--- src/design/imuq_pkg.sv ---
// imuq_pkg: shared types, codes and constants of the imu sample qualifier
// no dependencies; compile before every other file of the block

package imuq_pkg;

  localparam int unsigned IMU_COUNT_DEF   = 2;
  localparam int unsigned QUEUE_DEPTH_DEF = 2;

  localparam int unsigned CFG_IDX_W  = 2;
  localparam int unsigned CFG_DATA_W = 24;

  localparam logic [7:0]  STATUS_DEAD = 8'hFF;
  localparam logic [7:0]  READY_MASK  = 8'h03;
  localparam logic [7:0]  COUNT_MAX   = 8'd255;
  localparam logic [15:0] PREV_RESET  = 16'h7FFF;

  localparam logic [7:0]  FROZEN_LIMIT_RST = 8'd10;
  localparam logic [23:0] ACCEL_GAIN_RST   = 24'd2047;
  localparam logic [23:0] GYRO_GAIN_RST    = 24'd20497;

  typedef enum logic [CFG_IDX_W-1:0] {
    CFG_FROZEN_LIMIT = 2'd0,
    CFG_ACCEL_GAIN   = 2'd1,
    CFG_GYRO_GAIN    = 2'd2
  } cfg_idx_e;

  typedef enum logic [2:0] {
    FAULT_OK        = 3'd0,
    FAULT_DEAD      = 3'd1,
    FAULT_NOT_READY = 3'd2,
    FAULT_FROZEN    = 3'd3,
    FAULT_CLEARED   = 3'd4
  } fault_e;

  typedef struct packed {
    logic              kind;
    logic              imu_select;
    logic [7:0]        first_status;
    logic [7:0]        retry_status;
    logic signed [15:0] gyro_x_raw;
    logic signed [15:0] gyro_y_raw;
    logic signed [15:0] gyro_z_raw;
    logic signed [15:0] accel_x_raw;
    logic signed [15:0] accel_y_raw;
    logic signed [15:0] accel_z_raw;
  } in_item_t;

  typedef struct packed {
    logic               sample_valid;
    fault_e             fault;
    logic signed [31:0] accel_x_scaled;
    logic signed [31:0] accel_y_scaled;
    logic signed [31:0] accel_z_scaled;
    logic signed [31:0] rate_x_scaled;
    logic signed [31:0] rate_y_scaled;
    logic signed [31:0] rate_z_scaled;
  } out_item_t;

  // one classified beat between front and back
  typedef struct packed {
    logic               ok;
    fault_e             fault;
    logic signed [15:0] accel_x;
    logic signed [15:0] accel_y;
    logic signed [15:0] accel_z;
    logic signed [15:0] gyro_x;
    logic signed [15:0] gyro_y;
    logic signed [15:0] gyro_z;
  } q_entry_t;

  typedef struct packed {
    logic [7:0]  frozen_limit;
    logic [23:0] accel_gain;
    logic [23:0] gyro_gain;
  } cfg_t;

  typedef struct packed {
    logic full;
    logic empty;
  } qstat_t;

endpackage

--- src/design/imuq_fifo.sv ---
// imuq_fifo: short queue of classified beats between front and back
// depends on imuq_pkg

module imuq_fifo #(
  parameter int unsigned DEPTH = imuq_pkg::QUEUE_DEPTH_DEF
) (
  input  logic               clk_i,
  input  logic               rst_ni,
  input  logic               push_i,
  input  imuq_pkg::q_entry_t push_data_i,
  input  logic               pop_i,
  output imuq_pkg::q_entry_t pop_data_o,
  output imuq_pkg::qstat_t   stat_o
);
  import imuq_pkg::*;

  localparam int unsigned PTR_W = $clog2(DEPTH);
  localparam int unsigned CNT_W = $clog2(DEPTH + 1);
  localparam logic [PTR_W-1:0] LAST = PTR_W'(DEPTH - 1);
  localparam logic [CNT_W-1:0] FULL_CNT = CNT_W'(DEPTH);

  q_entry_t         mem_q [DEPTH];
  logic [PTR_W-1:0] wr_ptr_q, wr_ptr_d;
  logic [PTR_W-1:0] rd_ptr_q, rd_ptr_d;
  logic [CNT_W-1:0] cnt_q, cnt_d;
  logic             do_push, do_pop;

  assign stat_o.full  = (cnt_q == FULL_CNT);
  assign stat_o.empty = (cnt_q == '0);
  assign do_push      = push_i && !stat_o.full;
  assign do_pop       = pop_i && !stat_o.empty;
  assign pop_data_o   = mem_q[rd_ptr_q];

  always_comb begin
    wr_ptr_d = wr_ptr_q;
    rd_ptr_d = rd_ptr_q;
    cnt_d    = cnt_q;
    if (do_push) begin
      wr_ptr_d = (wr_ptr_q == LAST) ? '0 : wr_ptr_q + PTR_W'(1);
    end
    if (do_pop) begin
      rd_ptr_d = (rd_ptr_q == LAST) ? '0 : rd_ptr_q + PTR_W'(1);
    end
    if (do_push && !do_pop) begin
      cnt_d = cnt_q + CNT_W'(1);
    end else if (do_pop && !do_push) begin
      cnt_d = cnt_q - CNT_W'(1);
    end
  end

  always_ff @(posedge clk_i or negedge rst_ni) begin
    if (!rst_ni) begin
      wr_ptr_q <= '0;
      rd_ptr_q <= '0;
      cnt_q    <= '0;
    end else begin
      wr_ptr_q <= wr_ptr_d;
      rd_ptr_q <= rd_ptr_d;
      cnt_q    <= cnt_d;
    end
  end

  always_ff @(posedge clk_i) begin
    if (do_push) begin
      mem_q[wr_ptr_q] <= push_data_i;
    end
  end

endmodule

--- config.mk ---
export PLATFORM = sky130hd
export DESIGN_NAME = imuq_fifo
export DESIGN_NICKNAME = d
export VERILOG_FILES = /design/src/design/imuq_pkg.sv /design/src/design/imuq_fifo.sv
export SDC_FILE = /design/constraint.sdc
export NUM_CORES = 1
export LEC_CHECK = 0
export BUFFER_PORTS_ARGS = -buffer_cell sky130_fd_sc_hd__buf_4
export CAP_MARGIN = 40
export CORE_ASPECT_RATIO = 0.5
export CORE_MARGIN = 2
export CORE_UTILIZATION = 55
export CTS_BUF_LIST = sky130_fd_sc_hd__clkbuf_8
export DETAILED_ROUTE_END_ITERATION = 8
export PLACE_DENSITY = 0.84
export RECOVER_POWER = 25
export SYNTH_ARGS = -nofsm -noshare
export SYNTH_HDL_FRONTEND = slang
export SYNTH_SLANG_ARGS = --single-unit
--- constraint.sdc ---
create_clock -name clk_i -period 14.7 [get_ports clk_i]
set_clock_uncertainty 0.1 [all_clocks]
set_input_delay 0.735 -clock clk_i [delete_from_list [all_inputs] [get_ports clk_i]]
set_output_delay 0.735 -clock clk_i [all_outputs]
set_load 0.1 [all_outputs]
==> out/results.ini <==
[outcome]
status=completed

[cts]
cts_tree=done
cts.clk_slew.worst_paths_ns=0.06
root_buffer=clkbuf_8
cts_buffer_depth=3
htreeDepth=1
clock_latency_ns=0.50
numCtsBuffers=28
cts_resized=0
cts_sinks=204

[logic_synthesis]
netlist_instances=330
syn_nets=435
synthArstFlopShare_pct=1.961
yosys-top-cells-area=edfxtp_1 (76%), mux2_4 (17%), buf_12 (2.3%), mux2_2 (1.4%), dfrtp_1 (1.3%)
yosys_register_bits=204
yosysSeqAreaShare_pct=77.66
ys_warn_count=0
netlist_area_um2=7863
synth_top_area_share_pct=76.38
synth.largest_area_cell=edfxtp_1
synth_enable_flop_cells=200
syn_avg_cell_area_um2=23.83
synth_ff_type=edfxtp_1
ys_types=16

[worst_hold_path]
hold_class=in2reg
whs_path_depth=1

[global_route]
grt_pass1_wl_mm=20.65
grt_pass1_vias=3991
antenna_found_initial=0
grt_max_degree=53
track_usage_pct=17.51
grt-ovfl-total=0

[cells_and_area]
utilization_pct=72.40
final_area_um2=9947
layout-drive-gt1-share_pct=56.55
area_delta_synth_final_pct=26.51
num-fill-cells=879
final_cell_mix=edfxtp_1 (200), buf_4 (136), mux2_4 (90)
layout_commonest_cell=edfxtp_1
diodes=0
finalNetCount=665

[floorplanning]
fp.dieH_um=88.55
core_um2=13740
rows=30
ios=206
die_x_um=173.1
start_util_pct=57.23
dieArea_um2=15330

[timing]
finalHoldViolCount=0
tightestPinTransition_ns=0.7762
fin_crit_sh_pct=25.73
slew_violations=0
setup_viol=0
final.min_clock_period_ns=3.782
clock.fmax_mhz=264.4
finalSetupTns_ns=0
max_slew_margin_pct=48.26
rsz0062_at_grt=no

[routing]
drtIter0Drc=186
antenna_left=0
drt_first_pass_iters=4
vias=3811
wl_mm=13.82
viasPerCell=4.937
route.detailed.drc=0
wl_per_cell_um=17.90

[placed_design]
hpwlAfterDp_mm=9.122
io_buffers=205
globalplace.congestion=0.7389
placed_cell_area_um2=9519

[worst_setup_path]
worstSetupStartpointType=flop
path_class=reg2out
crit_fanout=42
rrSetupSlack_ns=12.27
crit_required_ns=13.86
cp-end-kind=output pin
rr_worst_depth=3
cp_data_arrival_time_ns=2.95

[run]
maxCapViolCount=0

[what timing repair did]
item	in CTS	in global routing
hold buffers	1	0
setup buffers	0	0
endpoints found under the hold margin	4	0
[through the flow]
step / hold slack, ns / setup WS (ns) / cells
floorplan: 0.3394 / 9.054 / 330
global placement: 0.4035 / 11.31 / 720
detailed placement: 0.4096 / 11.39 / 721
CTS: 0.2745 / 10.83 / 772
global route: 0.2830 / 10.76 / 772
finish: 0.3056 / 10.92 / 772
[registers in the layout, indices dropped and copies added, names as in the netlist]
name / cells
rd_ptr_q: 1
cnt_q: 2
mem_q: 200
wr_ptr_q: 1
[synth_stat cells (2+ instances only)]
cell and number:
xor2_1 2, edfxtp_1 200, buf_12 9, mux2_2 10, xnor2_1 3, dfrtp_1 4, nor2_1 3, inv_1 2
mux2_4 90
[layout make-up]
class | count | area [µm²] | share of cell area, %
Clock buffer | 29 | 399.1 | 4.013
Clock inverter | 21 | 82.58 | 0.8302
Inverter | 2 | 7.507 | 0.07547
Multi-Input combinational cell | 113 | 1565 | 15.74
Sequential cell | 204 | 6110 | 61.42
Tap cell | 192 | 240.2 | 2.415
Timing Repair Buffer | 211 | 1543 | 15.51
[cells by family (layout without fill, tap and decap cells)]
logic type / after synthesis / count (layout) / share of synthesized area [%]
muxes: 100 / 100 / 18.62
and+or+nand+nor: 6 / 6 / 0.3501
DFF: 204 / 204 / 77.66
xor gates and xnor gates: 5 / 5 / 0.5571
adders and majority gates: 1 / 1 / 0.1591
buffers and inverters: 13 / 263 / 2.594
AOI/OAI and AO/OA: 1 / 1 / 0.06359
[routing by layer]
| metal | up-vias | track usage [%] | part of all wire [%] | routed length, µm |
|---|---|---|---|---|
| li1 | 1771 | - | - | - |
| met1 | 1899 | 20.47 | 39 | 5357 |
| met2 | 112 | 32.11 | 53 | 7376 |
| met3 | 29 | 4.296 | 5.0 | 694 |
| met4 | 0 | 7.088 | 2.8 | 386 |
| met5 | - | 0 | 0 | 0 |
[path summary, 6_finish.rpt]
check,startpoint,to
worst min-delay path,push_data_i[16],mem_q[1][16]$_DFFE_PP_
worst max-delay path,rd_ptr_q$_DFFE_PN0P_,pop_data_o[76]
max in group asynchronous,rst_ni,rd_ptr_q$_DFFE_PN0P_
worst min register to register,cnt_q[1]$_DFFE_PN0P_,cnt_q[1]$_DFFE_PN0P_
min in group asynchronous,rst_ni,wr_ptr_q$_DFFE_PN0P_
worst max register to register,cnt_q[0]$_DFFE_PN0P_,mem_q[1][82]$_DFFE_PP_
[critical path: stages, from the launching register on]
cell	delay [ns]
dfrtp_4	0.94
buf_4	0.56
buf_16	0.31
mux2_2	0.38
buf_4	0.23
Power is not shown: default switching activity piles up to over one toggle a cycle in this logic, so the estimate is an artifact.
