--- src/design/imuq_pkg.sv ---
// imuq_pkg: shared types, codes and constants of the imu sample qualifier
// no dependencies; compile before every other file of the block

package imuq_pkg;

  localparam int unsigned IMU_COUNT_DEF   = 2;
  localparam int unsigned QUEUE_DEPTH_DEF = 2;

  localparam int unsigned CFG_IDX_W  = 2;
  localparam int unsigned CFG_DATA_W = 24;

  localparam logic [7:0]  STATUS_DEAD = 8'hFF;
  localparam logic [7:0]  READY_MASK  = 8'h03;
  localparam logic [7:0]  COUNT_MAX   = 8'd255;
  localparam logic [15:0] PREV_RESET  = 16'h7FFF;

  localparam logic [7:0]  FROZEN_LIMIT_RST = 8'd10;
  localparam logic [23:0] ACCEL_GAIN_RST   = 24'd2047;
  localparam logic [23:0] GYRO_GAIN_RST    = 24'd20497;

  typedef enum logic [CFG_IDX_W-1:0] {
    CFG_FROZEN_LIMIT = 2'd0,
    CFG_ACCEL_GAIN   = 2'd1,
    CFG_GYRO_GAIN    = 2'd2
  } cfg_idx_e;

  typedef enum logic [2:0] {
    FAULT_OK        = 3'd0,
    FAULT_DEAD      = 3'd1,
    FAULT_NOT_READY = 3'd2,
    FAULT_FROZEN    = 3'd3,
    FAULT_CLEARED   = 3'd4
  } fault_e;

  typedef struct packed {
    logic              kind;
    logic              imu_select;
    logic [7:0]        first_status;
    logic [7:0]        retry_status;
    logic signed [15:0] gyro_x_raw;
    logic signed [15:0] gyro_y_raw;
    logic signed [15:0] gyro_z_raw;
    logic signed [15:0] accel_x_raw;
    logic signed [15:0] accel_y_raw;
    logic signed [15:0] accel_z_raw;
  } in_item_t;

  typedef struct packed {
    logic               sample_valid;
    fault_e             fault;
    logic signed [31:0] accel_x_scaled;
    logic signed [31:0] accel_y_scaled;
    logic signed [31:0] accel_z_scaled;
    logic signed [31:0] rate_x_scaled;
    logic signed [31:0] rate_y_scaled;
    logic signed [31:0] rate_z_scaled;
  } out_item_t;

  // one classified beat between front and back
  typedef struct packed {
    logic               ok;
    fault_e             fault;
    logic signed [15:0] accel_x;
    logic signed [15:0] accel_y;
    logic signed [15:0] accel_z;
    logic signed [15:0] gyro_x;
    logic signed [15:0] gyro_y;
    logic signed [15:0] gyro_z;
  } q_entry_t;

  typedef struct packed {
    logic [7:0]  frozen_limit;
    logic [23:0] accel_gain;
    logic [23:0] gyro_gain;
  } cfg_t;

  typedef struct packed {
    logic full;
    logic empty;
  } qstat_t;

endpackage

--- src/design/imuq_in_if.sv ---
// imuq_in_if: valid/ready channel carrying one input beat
// depends on imuq_pkg

interface imuq_in_if;
  import imuq_pkg::*;

  logic     valid;
  logic     ready;
  in_item_t item;

  modport source (output valid, output item, input ready);
  modport sink   (input valid, input item, output ready);
endinterface

--- src/design/imuq_front.sv ---
// imuq_front: accepts input beats, classifies status and tracks frozen gyro triples
// depends on imuq_pkg and imuq_in_if; pushes classified beats into imuq_fifo

module imuq_front #(
  parameter int unsigned IMU_COUNT = imuq_pkg::IMU_COUNT_DEF
) (
  input  logic                clk_i,
  input  logic                rst_ni,
  imuq_in_if.sink             in_i,
  input  logic [7:0]          frozen_limit_i,
  input  logic                full_i,
  output logic                push_o,
  output imuq_pkg::q_entry_t  push_data_o
);
  import imuq_pkg::*;

  localparam int unsigned IDX_W = (IMU_COUNT > 1) ? $clog2(IMU_COUNT) : 1;

  logic [15:0] prev_x_q [IMU_COUNT];
  logic [15:0] prev_y_q [IMU_COUNT];
  logic [15:0] prev_z_q [IMU_COUNT];
  logic [7:0]  cnt_q    [IMU_COUNT];
  logic [15:0] prev_x_d [IMU_COUNT];
  logic [15:0] prev_y_d [IMU_COUNT];
  logic [15:0] prev_z_d [IMU_COUNT];
  logic [7:0]  cnt_d    [IMU_COUNT];

  logic [IDX_W-1:0] idx;
  logic             accept;
  fault_e           status_fault;
  fault_e           fault;
  logic             same;
  logic [7:0]       cnt_inc;

  assign in_i.ready = !full_i;
  assign accept     = in_i.valid && in_i.ready;
  assign idx        = (IMU_COUNT == 1) ? '0 : IDX_W'(in_i.item.imu_select);

  always_comb begin
    status_fault = FAULT_OK;
    if (in_i.item.first_status == STATUS_DEAD) begin
      status_fault = FAULT_DEAD;
    end else if ((in_i.item.first_status & READY_MASK) != READY_MASK) begin
      if (in_i.item.retry_status == STATUS_DEAD) begin
        status_fault = FAULT_DEAD;
      end else if ((in_i.item.retry_status & READY_MASK) != READY_MASK) begin
        status_fault = FAULT_NOT_READY;
      end
    end
  end

  assign same = (in_i.item.gyro_x_raw == prev_x_q[idx]) &&
                (in_i.item.gyro_y_raw == prev_y_q[idx]) &&
                (in_i.item.gyro_z_raw == prev_z_q[idx]);
  assign cnt_inc = (cnt_q[idx] == COUNT_MAX) ? cnt_q[idx] : cnt_q[idx] + 8'd1;

  always_comb begin
    if (in_i.item.kind) begin
      fault = FAULT_CLEARED;
    end else if (status_fault != FAULT_OK) begin
      fault = status_fault;
    end else if (same && (cnt_inc >= frozen_limit_i)) begin
      fault = FAULT_FROZEN;
    end else begin
      fault = FAULT_OK;
    end
  end

  // tracker update for the selected imu
  always_comb begin
    prev_x_d = prev_x_q;
    prev_y_d = prev_y_q;
    prev_z_d = prev_z_q;
    cnt_d    = cnt_q;
    if (accept) begin
      if (in_i.item.kind) begin
        prev_x_d[idx] = PREV_RESET;
        prev_y_d[idx] = PREV_RESET;
        prev_z_d[idx] = PREV_RESET;
        cnt_d[idx]    = '0;
      end else if (status_fault == FAULT_OK) begin
        if (same) begin
          cnt_d[idx] = cnt_inc;
        end else begin
          prev_x_d[idx] = in_i.item.gyro_x_raw;
          prev_y_d[idx] = in_i.item.gyro_y_raw;
          prev_z_d[idx] = in_i.item.gyro_z_raw;
          cnt_d[idx]    = '0;
        end
      end
    end
  end

  always_ff @(posedge clk_i or negedge rst_ni) begin
    if (!rst_ni) begin
      for (int i = 0; i < IMU_COUNT; i++) begin
        prev_x_q[i] <= PREV_RESET;
        prev_y_q[i] <= PREV_RESET;
        prev_z_q[i] <= PREV_RESET;
        cnt_q[i]    <= '0;
      end
    end else begin
      prev_x_q <= prev_x_d;
      prev_y_q <= prev_y_d;
      prev_z_q <= prev_z_d;
      cnt_q    <= cnt_d;
    end
  end

  assign push_o              = accept;
  assign push_data_o.ok      = (fault == FAULT_OK);
  assign push_data_o.fault   = fault;
  assign push_data_o.accel_x = in_i.item.accel_x_raw;
  assign push_data_o.accel_y = in_i.item.accel_y_raw;
  assign push_data_o.accel_z = in_i.item.accel_z_raw;
  assign push_data_o.gyro_x  = in_i.item.gyro_x_raw;
  assign push_data_o.gyro_y  = in_i.item.gyro_y_raw;
  assign push_data_o.gyro_z  = in_i.item.gyro_z_raw;

endmodule

--- src/flat_wrapper.sv ---
// flat-port wrapper written by rule: the top's interface ports become plain ports
module imuq_front_flat import imuq_pkg::*;
#(
  parameter int unsigned IMU_COUNT = imuq_pkg::IMU_COUNT_DEF
)
  (clk_i, rst_ni, frozen_limit_i, full_i, push_o, push_data_o, in_i_valid, in_i_item, in_i_ready);
  imuq_in_if in_i_i ();
  input  logic clk_i;
  input  logic rst_ni;
  input  logic [7:0] frozen_limit_i;
  input  logic full_i;
  output logic push_o;
  output imuq_pkg::q_entry_t push_data_o;
  input wire logic [$bits(in_i_i.valid)-1:0] in_i_valid;
  input wire logic [$bits(in_i_i.item)-1:0] in_i_item;
  output wire logic [$bits(in_i_i.ready)-1:0] in_i_ready;
  assign in_i_i.valid = in_i_valid;
  assign in_i_i.item = in_i_item;
  assign in_i_ready = in_i_i.ready;
  imuq_front #(.IMU_COUNT(IMU_COUNT)) u_core (.clk_i(clk_i), .rst_ni(rst_ni), .in_i(in_i_i), .frozen_limit_i(frozen_limit_i), .full_i(full_i), .push_o(push_o), .push_data_o(push_data_o));
endmodule
--- config.mk ---
export PLATFORM = sky130hd
export DESIGN_NAME = imuq_front_flat
export DESIGN_NICKNAME = d
export VERILOG_FILES = /design/src/design/imuq_pkg.sv /design/src/design/imuq_in_if.sv /design/src/design/imuq_front.sv /design/src/flat_wrapper.sv
export SDC_FILE = /design/constraint.sdc
export NUM_CORES = 1
export LEC_CHECK = 0
export ABC_AREA = 1
export BUFFER_PORTS_ARGS = -buffer_cell sky130_fd_sc_hd__clkbuf_2
export CAP_MARGIN = 30
export CORE_MARGIN = 2
export CORE_UTILIZATION = 45
export DETAILED_ROUTE_END_ITERATION = 6
export GPL_ROUTABILITY_DRIVEN = 0
export HOLD_SLACK_MARGIN = 0.02
export PLACE_DENSITY = 0.74
export SYNTH_ARGS = -nofsm -noshare
export SYNTH_HDL_FRONTEND = slang
export SYNTH_SLANG_ARGS = --single-unit
--- constraint.sdc ---
create_clock -name clk_i -period 5.25 [get_ports clk_i]
set_input_delay 0.2625 -clock clk_i [delete_from_list [all_inputs] [get_ports clk_i]]
set_output_delay 0.2625 -clock clk_i [all_outputs]
set_load 0.03 [all_outputs]
==> run metrics, run 1 <==
status=completed; vias in the first global route=7000; P_int=1.71 mW; post-DP HPWL=14300 µm; GRT Total Usage=0.210; Area contributors post-synth=dfstp_2, nand2_1, buf_4, o21ai_0, dfrtp_1; CTS tree=built; first-pass GRT wire length=34600 µm; Setup Skew=0.00957 ns; Max-slew headroom=0.337; die height=143 µm; hold_ws=0.212 ns; Post-synth top flop=dfstp_2; CTS Buf Count=9; DRC Markers=0; Final period util=0.718; Pre-antenna DRT Iters=5; post-route ant nets=0; I/O pin count=228; GRT overflow=0; Synth Register Bits=112; Final nets=1468; final hold vios=0; Area Overhead vs Synth=3.24%; sequential power share=0.474; Synth Net Count=1483; worst slew pin tran=0.995 ns; H-tree depth=3; row count=50; DR iter-0 viols=690; achievable frequency=265 MHz; Starting Density=0.463; die width=143 µm; fin util=0.477; switching share of power=0.345; reg-to-reg setup timing slack=2.40 ns; postcts setup bufs=0; total vias in the final route=8215; share of cells above drive strength 1=0.191; setup TNS=0 ns; Critical Path AT=3.51 ns; Reg clk slew, reported paths=0.08 ns; hold wc startpoint=in_i_item[63]; Crit Path Max Fanout=40; post-synth top area cell=dfstp_2; combinational share of power=0.272; reg2reg path depth=13; drt wl/cell=13.4 µm; worst vdd ir=0.000152 V; sequential share of the synthesized area=0.334; final-report max-slew violation count=0; Max Cap Viol=0; commonest cells in the netlist=nand2_1, inv_1, o21ai_0, buf_4, nor2_1; Final min period=3.77 ns; Post-Route WL=21500 µm; PwrDens=290 nW/µm²; # clock sinks=112; Yosys warning count=0; CP Capture Type=primary output; share of Yosys cell area claimed by the top area cell type=0.271; initial antenna violation count=0; core footprint=18900 µm²; worst skew pair latency=0.36 ns; Hold Crit Depth=3; type of the most critical hold path=in2reg; FF-to-FF End=u_core.prev_x_q[2]; diodes inserted=0; Post-synth EDFFs=0; asr flop ratio synth=1.00; Hold EP=u_core.prev_z_q[15]; LEAKAGE=4.69 nW; cell with the most instances after synthesis=nand2_1; Netlist cell types=36; RSZ-0062 raised after global routing=false; worst endpoint required time=4.99 ns; port buffer count=131; pin count of the biggest net entering global routing=95; via/cell ratio=5.14; clock power share=0.254; total power=2.61 mW; cell area after synthesis=8740 µm²; Mapped Cells=1348; die area=20500 µm²; Crit Path Class=in2out; syn_area_per_cell=6.48 µm²; clock root buffer master=clkbuf_16; FF-to-FF Start=u_core.prev_z_q[6]; CP Launch Type=input port; Sw Pwr=902 µW; Final setup violation count=0; Max clock buf depth=2
[worst max-delay path, stage by stage]
cell and delay, ns:
buf_4 0.17, clkinv_2 0.43, or2_2 0.45, o21ai_1 0.18
nor3_1 0.12, nand2_1 0.22, xor2_1 0.27, inv_1 0.07
ha_1 0.27, inv_1 0.03, nand2_1 0.05, a21oi_1 0.06
o21bai_1 0.12, a21oi_1 0.08, o221ai_1 0.15, nand2_1 0.12
a21boi_0 0.19, clkbuf_2 0.23
[cells by family after synthesis]
| kind of cell | count (synthesis) | synth area share |
|---|---|---|
| muxes | 1 | 0.00115 |
| and+or+nand+nor | 650 | 0.301 |
| buffers and inverters | 312 | 0.187 |
| DFF | 112 | 0.334 |
| xor gates and xnor gates | 4 | 0.00401 |
| adders and majority gates | 9 | 0.0129 |
| AOI/OAI and AO/OA | 260 | 0.161 |
[power groups by stage]
stage / sequential, mW / combinational [mW] / clock, mW
6_report: 1.24 / 0.711 / 0.664
3_5_place_dp: 1.24 / 0.714 / 0
3_3_place_gp: 1.24 / 0.688 / 0
5_1_grt: 1.26 / 0.821 / 0.703
2_1_floorplan: 1.22 / 0.628 / 0
4_1_cts: 1.24 / 0.716 / 0.678
[through the flow]
| step | cells | cell area, µm² | worst slack [ns] |
|---|---|---|---|
| after global placement | 1581 | 8740 | 1.59 |
| after CTS | 1598 | 9020 | 1.52 |
| after global routing | 1598 | 9020 | 1.14 |
| final | 1598 | 9020 | 1.48 |
| after detailed placement | 1581 | 8740 | 1.54 |
| after floorplan | 1348 | 8740 | 1.75 |
[state kept, by name, summed over array words and instances (netlist names)]
name / cells
u_core.prev_y_q: 32
u_core.prev_z_q: 32
u_core.prev_x_q: 32
u_core.cnt_q: 16
[area by class of cell]
class,count,area (µm²)
Fill cell,1941,9870
Clock buffer,13,250
Tap cell,260,325
Clock inverter,3,17.5
Inverter,144,542
Timing Repair Buffer,142,771
Sequential cell,112,2920
Multi-Input combinational cell,924,4200
[layout by cell type (no fill, tap or decap), types with 2 or more instances in the layout]
cell / Yosys / layout
dfrtp_1: 22 / 22
clkinv_2: 0 / 3
nor2_1: 93 / 93
o21ai_0: 119 / 119
buf_12: 0 / 2
nor2_2: 3 / 3
nand2_1: 457 / 457
ha_1: 9 / 9
nand3b_1: 3 / 3
nand4_1: 14 / 14
clkbuf_2: 0 / 129
buf_4: 99 / 10
a31oi_1: 42 / 42
o31ai_1: 12 / 12
a21oi_1: 19 / 19
o211ai_1: 2 / 2
or2_2: 2 / 2
clkbuf_16: 0 / 9
dfstp_2: 90 / 90
xor2_1: 4 / 4
o21ai_1: 61 / 61
clkbuf_1: 39 / 3
inv_1: 142 / 141
nand3_1: 71 / 71
[metal layers]
metal / global-route usage / share of wire / vias up
li1: - / - / 4192
met1: 0.293 / 0.47 / 3771
met2: 0.340 / 0.46 / 225
met3: 0.0360 / 0.057 / 27
met4: 0.0531 / 0.015 / 0
met5: 0 / 0 / -
[worst max path at each step]
stage	start	endpoint	slack, ns
final	in_i_item[112]	push_data_o[96]	1.48
after global routing	in_i_item[112]	push_data_o[96]	1.14
after CTS	in_i_item[112]	push_data_o[96]	1.52
after detailed placement	in_i_item[112]	push_data_o[96]	1.54
after global placement	in_i_item[112]	push_data_o[96]	1.59
after floorplan	in_i_item[112]	push_data_o[96]	1.75
[what timing repair did]
action	in CTS	in global routing
hold buffers	1	0
hold endpoints to repair	3	0
gates resized for setup	0	0
Power figures use the tool's default switching activity.
==> run 2, diff against run 1 <==
clock period = 3.8 ns   (was 5.25 ns; I/O delays follow)
==> run 2 against run 1 <==
Global-route usage about the same. Combinational power up 38%. Wire length down 1.9%. Hold slack worse by 0.073 ns. Die area unchanged. Flip-flop and latch count unchanged. Setup slack worse by 1.1 ns. Clock power up 41%. Clock skew increased by 0.0013 ns. Non-clock buffer count grew 1. Critical path type is now reg2out. Largest power group unchanged.
==> run metrics, run 2 (synthesis results as in run 1) <==
status=completed; CTS Buf Count=9; CP max stage delay=0.36 ns; met3 GRT Util=0.0377; clock root buffer master=clkbuf_16; row count=50; CTS tree=built; Hold EP=u_core.prev_x_q[15]; Max clock buf depth=2; P_int=2.39 mW; reg2reg path depth=13; Area Overhead vs Synth=3.75%; die height=143 µm; setup TNS=0 ns; RSZ-0062 raised after global routing=false; sequential power share=0.471; Critical Path AT=3.24 ns; LEAKAGE=4.70 nW; DR iter-0 viols=715; worst endpoint required time=3.61 ns; total power=3.63 mW; Final period util=0.903; worst skew pair latency=0.36 ns; achievable frequency=291 MHz; worst-path cell chain=nand2_1 -> nand2_1 -> ha_1 -> nand2_1 -> nor2_1 -> nand2_1 -> xor2_1 -> inv_1 -> ha_1 -> inv_1 -> nand2_1 -> a21oi_1 -> o21bai_1 -> a21oi_1 -> o221ai_1 -> nand2_1 -> nand2_1 -> nor2_1 -> clkbuf_2; GRT overflow=0; Final min period=3.43 ns; initial antenna violation count=0; pin count of the biggest net entering global routing=144; H-tree depth=3; combinational share of power=0.271; Sw Pwr=1.24 mW; total vias in the final route=8071; reg-to-reg setup timing slack=1.27 ns; commonest non-fill, non-tap cell in the layout=nand2_1; # clock sinks=112; Starting Density=0.463; FF-to-FF End=u_core.prev_z_q[20]; drt wl/cell=13.2 µm; die width=143 µm; type of the most critical hold path=in2reg; Pre-antenna DRT Iters=5; final hold vios=0; worst vdd ir=0.000210 V; hold wc startpoint=in_i_item[95]; CP max stage cell=dfrtp_1; CP Capture Type=primary output; postcts setup bufs=0; met2 Use GR=0.348; post-DP HPWL=14200 µm; Crit Path Class=reg2out; port buffer count=131; CP Launch Type=flip-flop; Reg clk slew, reported paths=0.08 ns; Max Cap Viol=0; most frequent CP cell=nand2_1; Hold Buf Count CTS=1; switching share of power=0.341; most frequent cells in the layout=nand2_1, inv_1, clkbuf_2, o21ai_0, nor2_1; Post-Route WL=21100 µm; die area=20500 µm²; Setup Skew=0.0109 ns; vias in the first global route=7143; Hold Crit Depth=3; diodes inserted=0; biggest regs=u_core.prev_x_q (32), u_core.prev_y_q (32), u_core.prev_z_q (32); hold_ws=0.139 ns; GRT Total Usage=0.210; PwrDens=400 nW/µm²; gr busiest metal=met2; share of cells above drive strength 1=0.191; Final setup violation count=0; first-pass GRT wire length=34800 µm; post-route ant nets=0; I/O pin count=228; Crit Path Max Fanout=8; GR Util met1=0.287; # resized after CTS=0; DRC Markers=0; worst slew pin tran=0.987 ns; Max-slew headroom=0.342; FF-to-FF Start=u_core.prev_z_q[10]; clock power share=0.258; final-report max-slew violation count=0; Final nets=1469; core footprint=18900 µm²; via/cell ratio=5.05
-- run 2: critical path, delay by kind of cell (launching register included) --
kind	cells	cell delay [ns]
simple gates	9	1.00
fa+ha+maj	2	0.45
compound gates	4	0.44
flops	1	0.36
buf+inv	3	0.34
xor+xnor	1	0.27
-- run 2: how the worst max path moves through the flow --
stage	slack, ns	end	start	cells after the start
after floorplan	0.44	push_data_o[96]	in_i_item[112]	20
after global placement	0.50	push_data_o[99]	in_i_item[112]	19
after detailed placement	0.49	push_data_o[99]	in_i_item[112]	19
after CTS	0.37	push_data_o[99]	u_core.cnt_q[0]	19
after global routing	0.004	push_data_o[99]	u_core.cnt_q[0]	19
final	0.37	push_data_o[99]	u_core.cnt_q[0]	19
-- run 2: per-stage QoR --
stage	cell area, µm²	setup WS [ns]	instances	util
global placement	8780	0.501	1582	0.465
finish	9070	0.369	1599	0.480
detailed placement	8780	0.487	1582	0.465
CTS	9070	0.375	1599	0.480
global route	9070	0.00416	1599	0.480
floorplan	8740	0.445	1348	-
-- run 2: area by class of cell --
type / count / area [µm²]
inverters: 144 / 542
well taps: 260 / 325
fillers: 1893 / 9830
repair buffers: 143 / 803
flip-flops and latches: 112 / 2920
multi-input cells: 924 / 4200
clock buffers: 14 / 264
clock inverters: 2 / 16.3
-- run 2: power groups by stage --
stage                     clock [mW]  combinational (mW)  sequential (mW)
after floorplan                    0               0.868             1.68
after global placement             0               0.954             1.71
after detailed placement           0               0.988             1.72
after CTS                      0.957               0.991             1.71
after global routing            1.00                1.14             1.74
final                          0.936               0.983             1.71
-- run 2: metal layers --
layer	vias to the layer above	routed length, µm
met5	-	0
met4	0	301
met3	21	978
met2	179	9830
met1	3682	9970
li1	4189	-
==> run 3, diff against run 2 <==
REMOVE_ABC_BUFFERS = 1   (was default)
==> run 3 against run 2 <==
Sequential power is essentially flat. Non-clock buffer count stayed put. Final cell count did not move. Hold slack gained 0.0083 ns. Via count up 1.2%. Critical endpoint is now push_data_o[96]. Largest power group unchanged. Core utilization is 0.11 points lower. Die area did not move.
==> run metrics, run 3 (synthesis results as in run 1) <==
Final setup violation count=0; GRT overflow=0; Sequential Area=2920 µm²; die width=143 µm; initial antenna violation count=0; share of cells above drive strength 1=0.193; CP Capture Type=primary output; Final min period=3.44 ns; Max Cap Viol=0; achievable frequency=291 MHz; Post-Route WL=23000 µm; LEAKAGE=4.69 nW; first-pass GRT wire length=36300 µm; # clock sinks=112; clock root buffer master=clkbuf_16; Final nets=1469; Area Overhead vs Synth=3.52%; Crit Path Max Fanout=8; Reg clk slew, reported paths=0.08 ns; PwrDens=393 nW/µm²; row count=50; worst endpoint required time=3.61 ns; status=completed; Starting Density=0.463; post-route ant nets=0; port buffer count=131; setup TNS=0 ns; fin util=0.479; pin count of the biggest net entering global routing=152; vias in the first global route=7095; Crit Path Class=reg2out; RSZ-0062 raised after global routing=false; commonest non-fill, non-tap cell in the layout=nand2_1; core footprint=18900 µm²; type of the most critical hold path=in2reg; worst vdd ir=0.000219 V; diodes inserted=0; GRT Total Usage=0.223; Pre-antenna DRT Iters=6; area occupied by multi-input gates=4210 µm²; I/O pin count=228; Critical Path AT=3.25 ns; die height=143 µm; DR iter-0 viols=586; most frequent cells in the layout=nand2_1, inv_1, clkbuf_2, o21ai_0, nor2_1; total vias in the final route=8170; Max-slew headroom=0.320; biggest regs=u_core.prev_x_q (32), u_core.prev_y_q (32), u_core.prev_z_q (32); CP Launch Type=flip-flop; final-report max-slew violation count=0; DRC Markers=0; Max clock buf depth=2; post-DP HPWL=15700 µm; CTS Buf Count=9; number of fill cells=1960; worst skew pair latency=0.36 ns; H-tree depth=3; Setup Skew=0.0162 ns; final hold vios=0; drt wl/cell=14.4 µm; worst slew pin tran=1.02 ns; Hold Buf Count CTS=0; die area=20500 µm²; CTS tree=built; Final period util=0.904; via/cell ratio=5.11; total power=3.55 mW
## run 3: worst max-delay path, stage by stage, from the launching register on
cell	delay [ns]
dfrtp_1	0.37
nand2_1	0.06
nand2_1	0.13
ha_1	0.18
nand2_1	0.10
nor2_2	0.21
nand2_2	0.15
xor2_1	0.26
inv_1	0.07
ha_1	0.28
inv_1	0.04
nand2_1	0.06
a21oi_1	0.06
o21bai_1	0.12
a21oi_1	0.08
o221ai_1	0.15
nand2_1	0.13
a21boi_0	0.19
clkbuf_2	0.23
## run 3: final cells by class
type,count,share of cell area
Clock buffer,13,0.0266
Clock inverter,3,0.00235
Timing Repair Buffer,143,0.0871
Sequential cell,112,0.322
Inverter,144,0.0600
Multi-Input combinational cell,924,0.466
Tap cell,260,0.0360
## run 3: path summary, 6_finish.rpt
| kind | end | slack (ns) | depth (start not counted) | startpoint |
|---|---|---|---|---|
| setup / recovery | push_data_o[96] | 0.36 | 18 | u_core.cnt_q[0] |
| hold / removal | u_core.prev_z_q[15] | 0.15 | 3 | in_i_item[63] |
| setup reg to reg | u_core.prev_z_q[18] | 1.21 | 13 | u_core.prev_y_q[19] |
| hold reg to reg | u_core.prev_x_q[6] | 0.47 | 2 | u_core.prev_x_q[6] |
| max in group asynchronous | u_core.prev_x_q[27] | 2.97 | 2 | rst_ni |
| min in group asynchronous | u_core.prev_z_q[10] | 0.30 | 1 | rst_ni |
## run 3: where the power goes
part | internal (mW) | switching [mW]
clock | 0.447 | 0.441
sequential | 1.55 | 0.158
combinational | 0.353 | 0.599
total | 2.35 | 1.20
## run 3: through the flow
stage | cell area, µm² | setup slack [ns] | hold slack (ns) | instances
2_1_floorplan | 7650 | -0.0628 | -0.106 | 1180
3_3_place_gp | 8780 | 0.674 | 0.380 | 1583
3_5_place_dp | 8780 | 0.533 | 0.380 | 1583
4_1_cts | 9040 | 0.266 | 0.137 | 1599
5_1_grt | 9050 | 0.0688 | 0.174 | 1599
6_report | 9050 | 0.364 | 0.147 | 1599
## run 3: timing repair
action | 4_1_cts | 5_1_grt
gates resized for setup | 0 | 2
setup buffers | 0 | 0
endpoints found under the setup margin | 0 | 3
## run 3: layer usage
metal  track usage  vias to the layer above  share of wire
met4        0.0470                        4         0.0085
met3        0.0936                       19          0.086
met2         0.339                      240           0.44
met5        0.0576                        -         0.0048
met1         0.293                     3727           0.46
li1              -                     4180              -
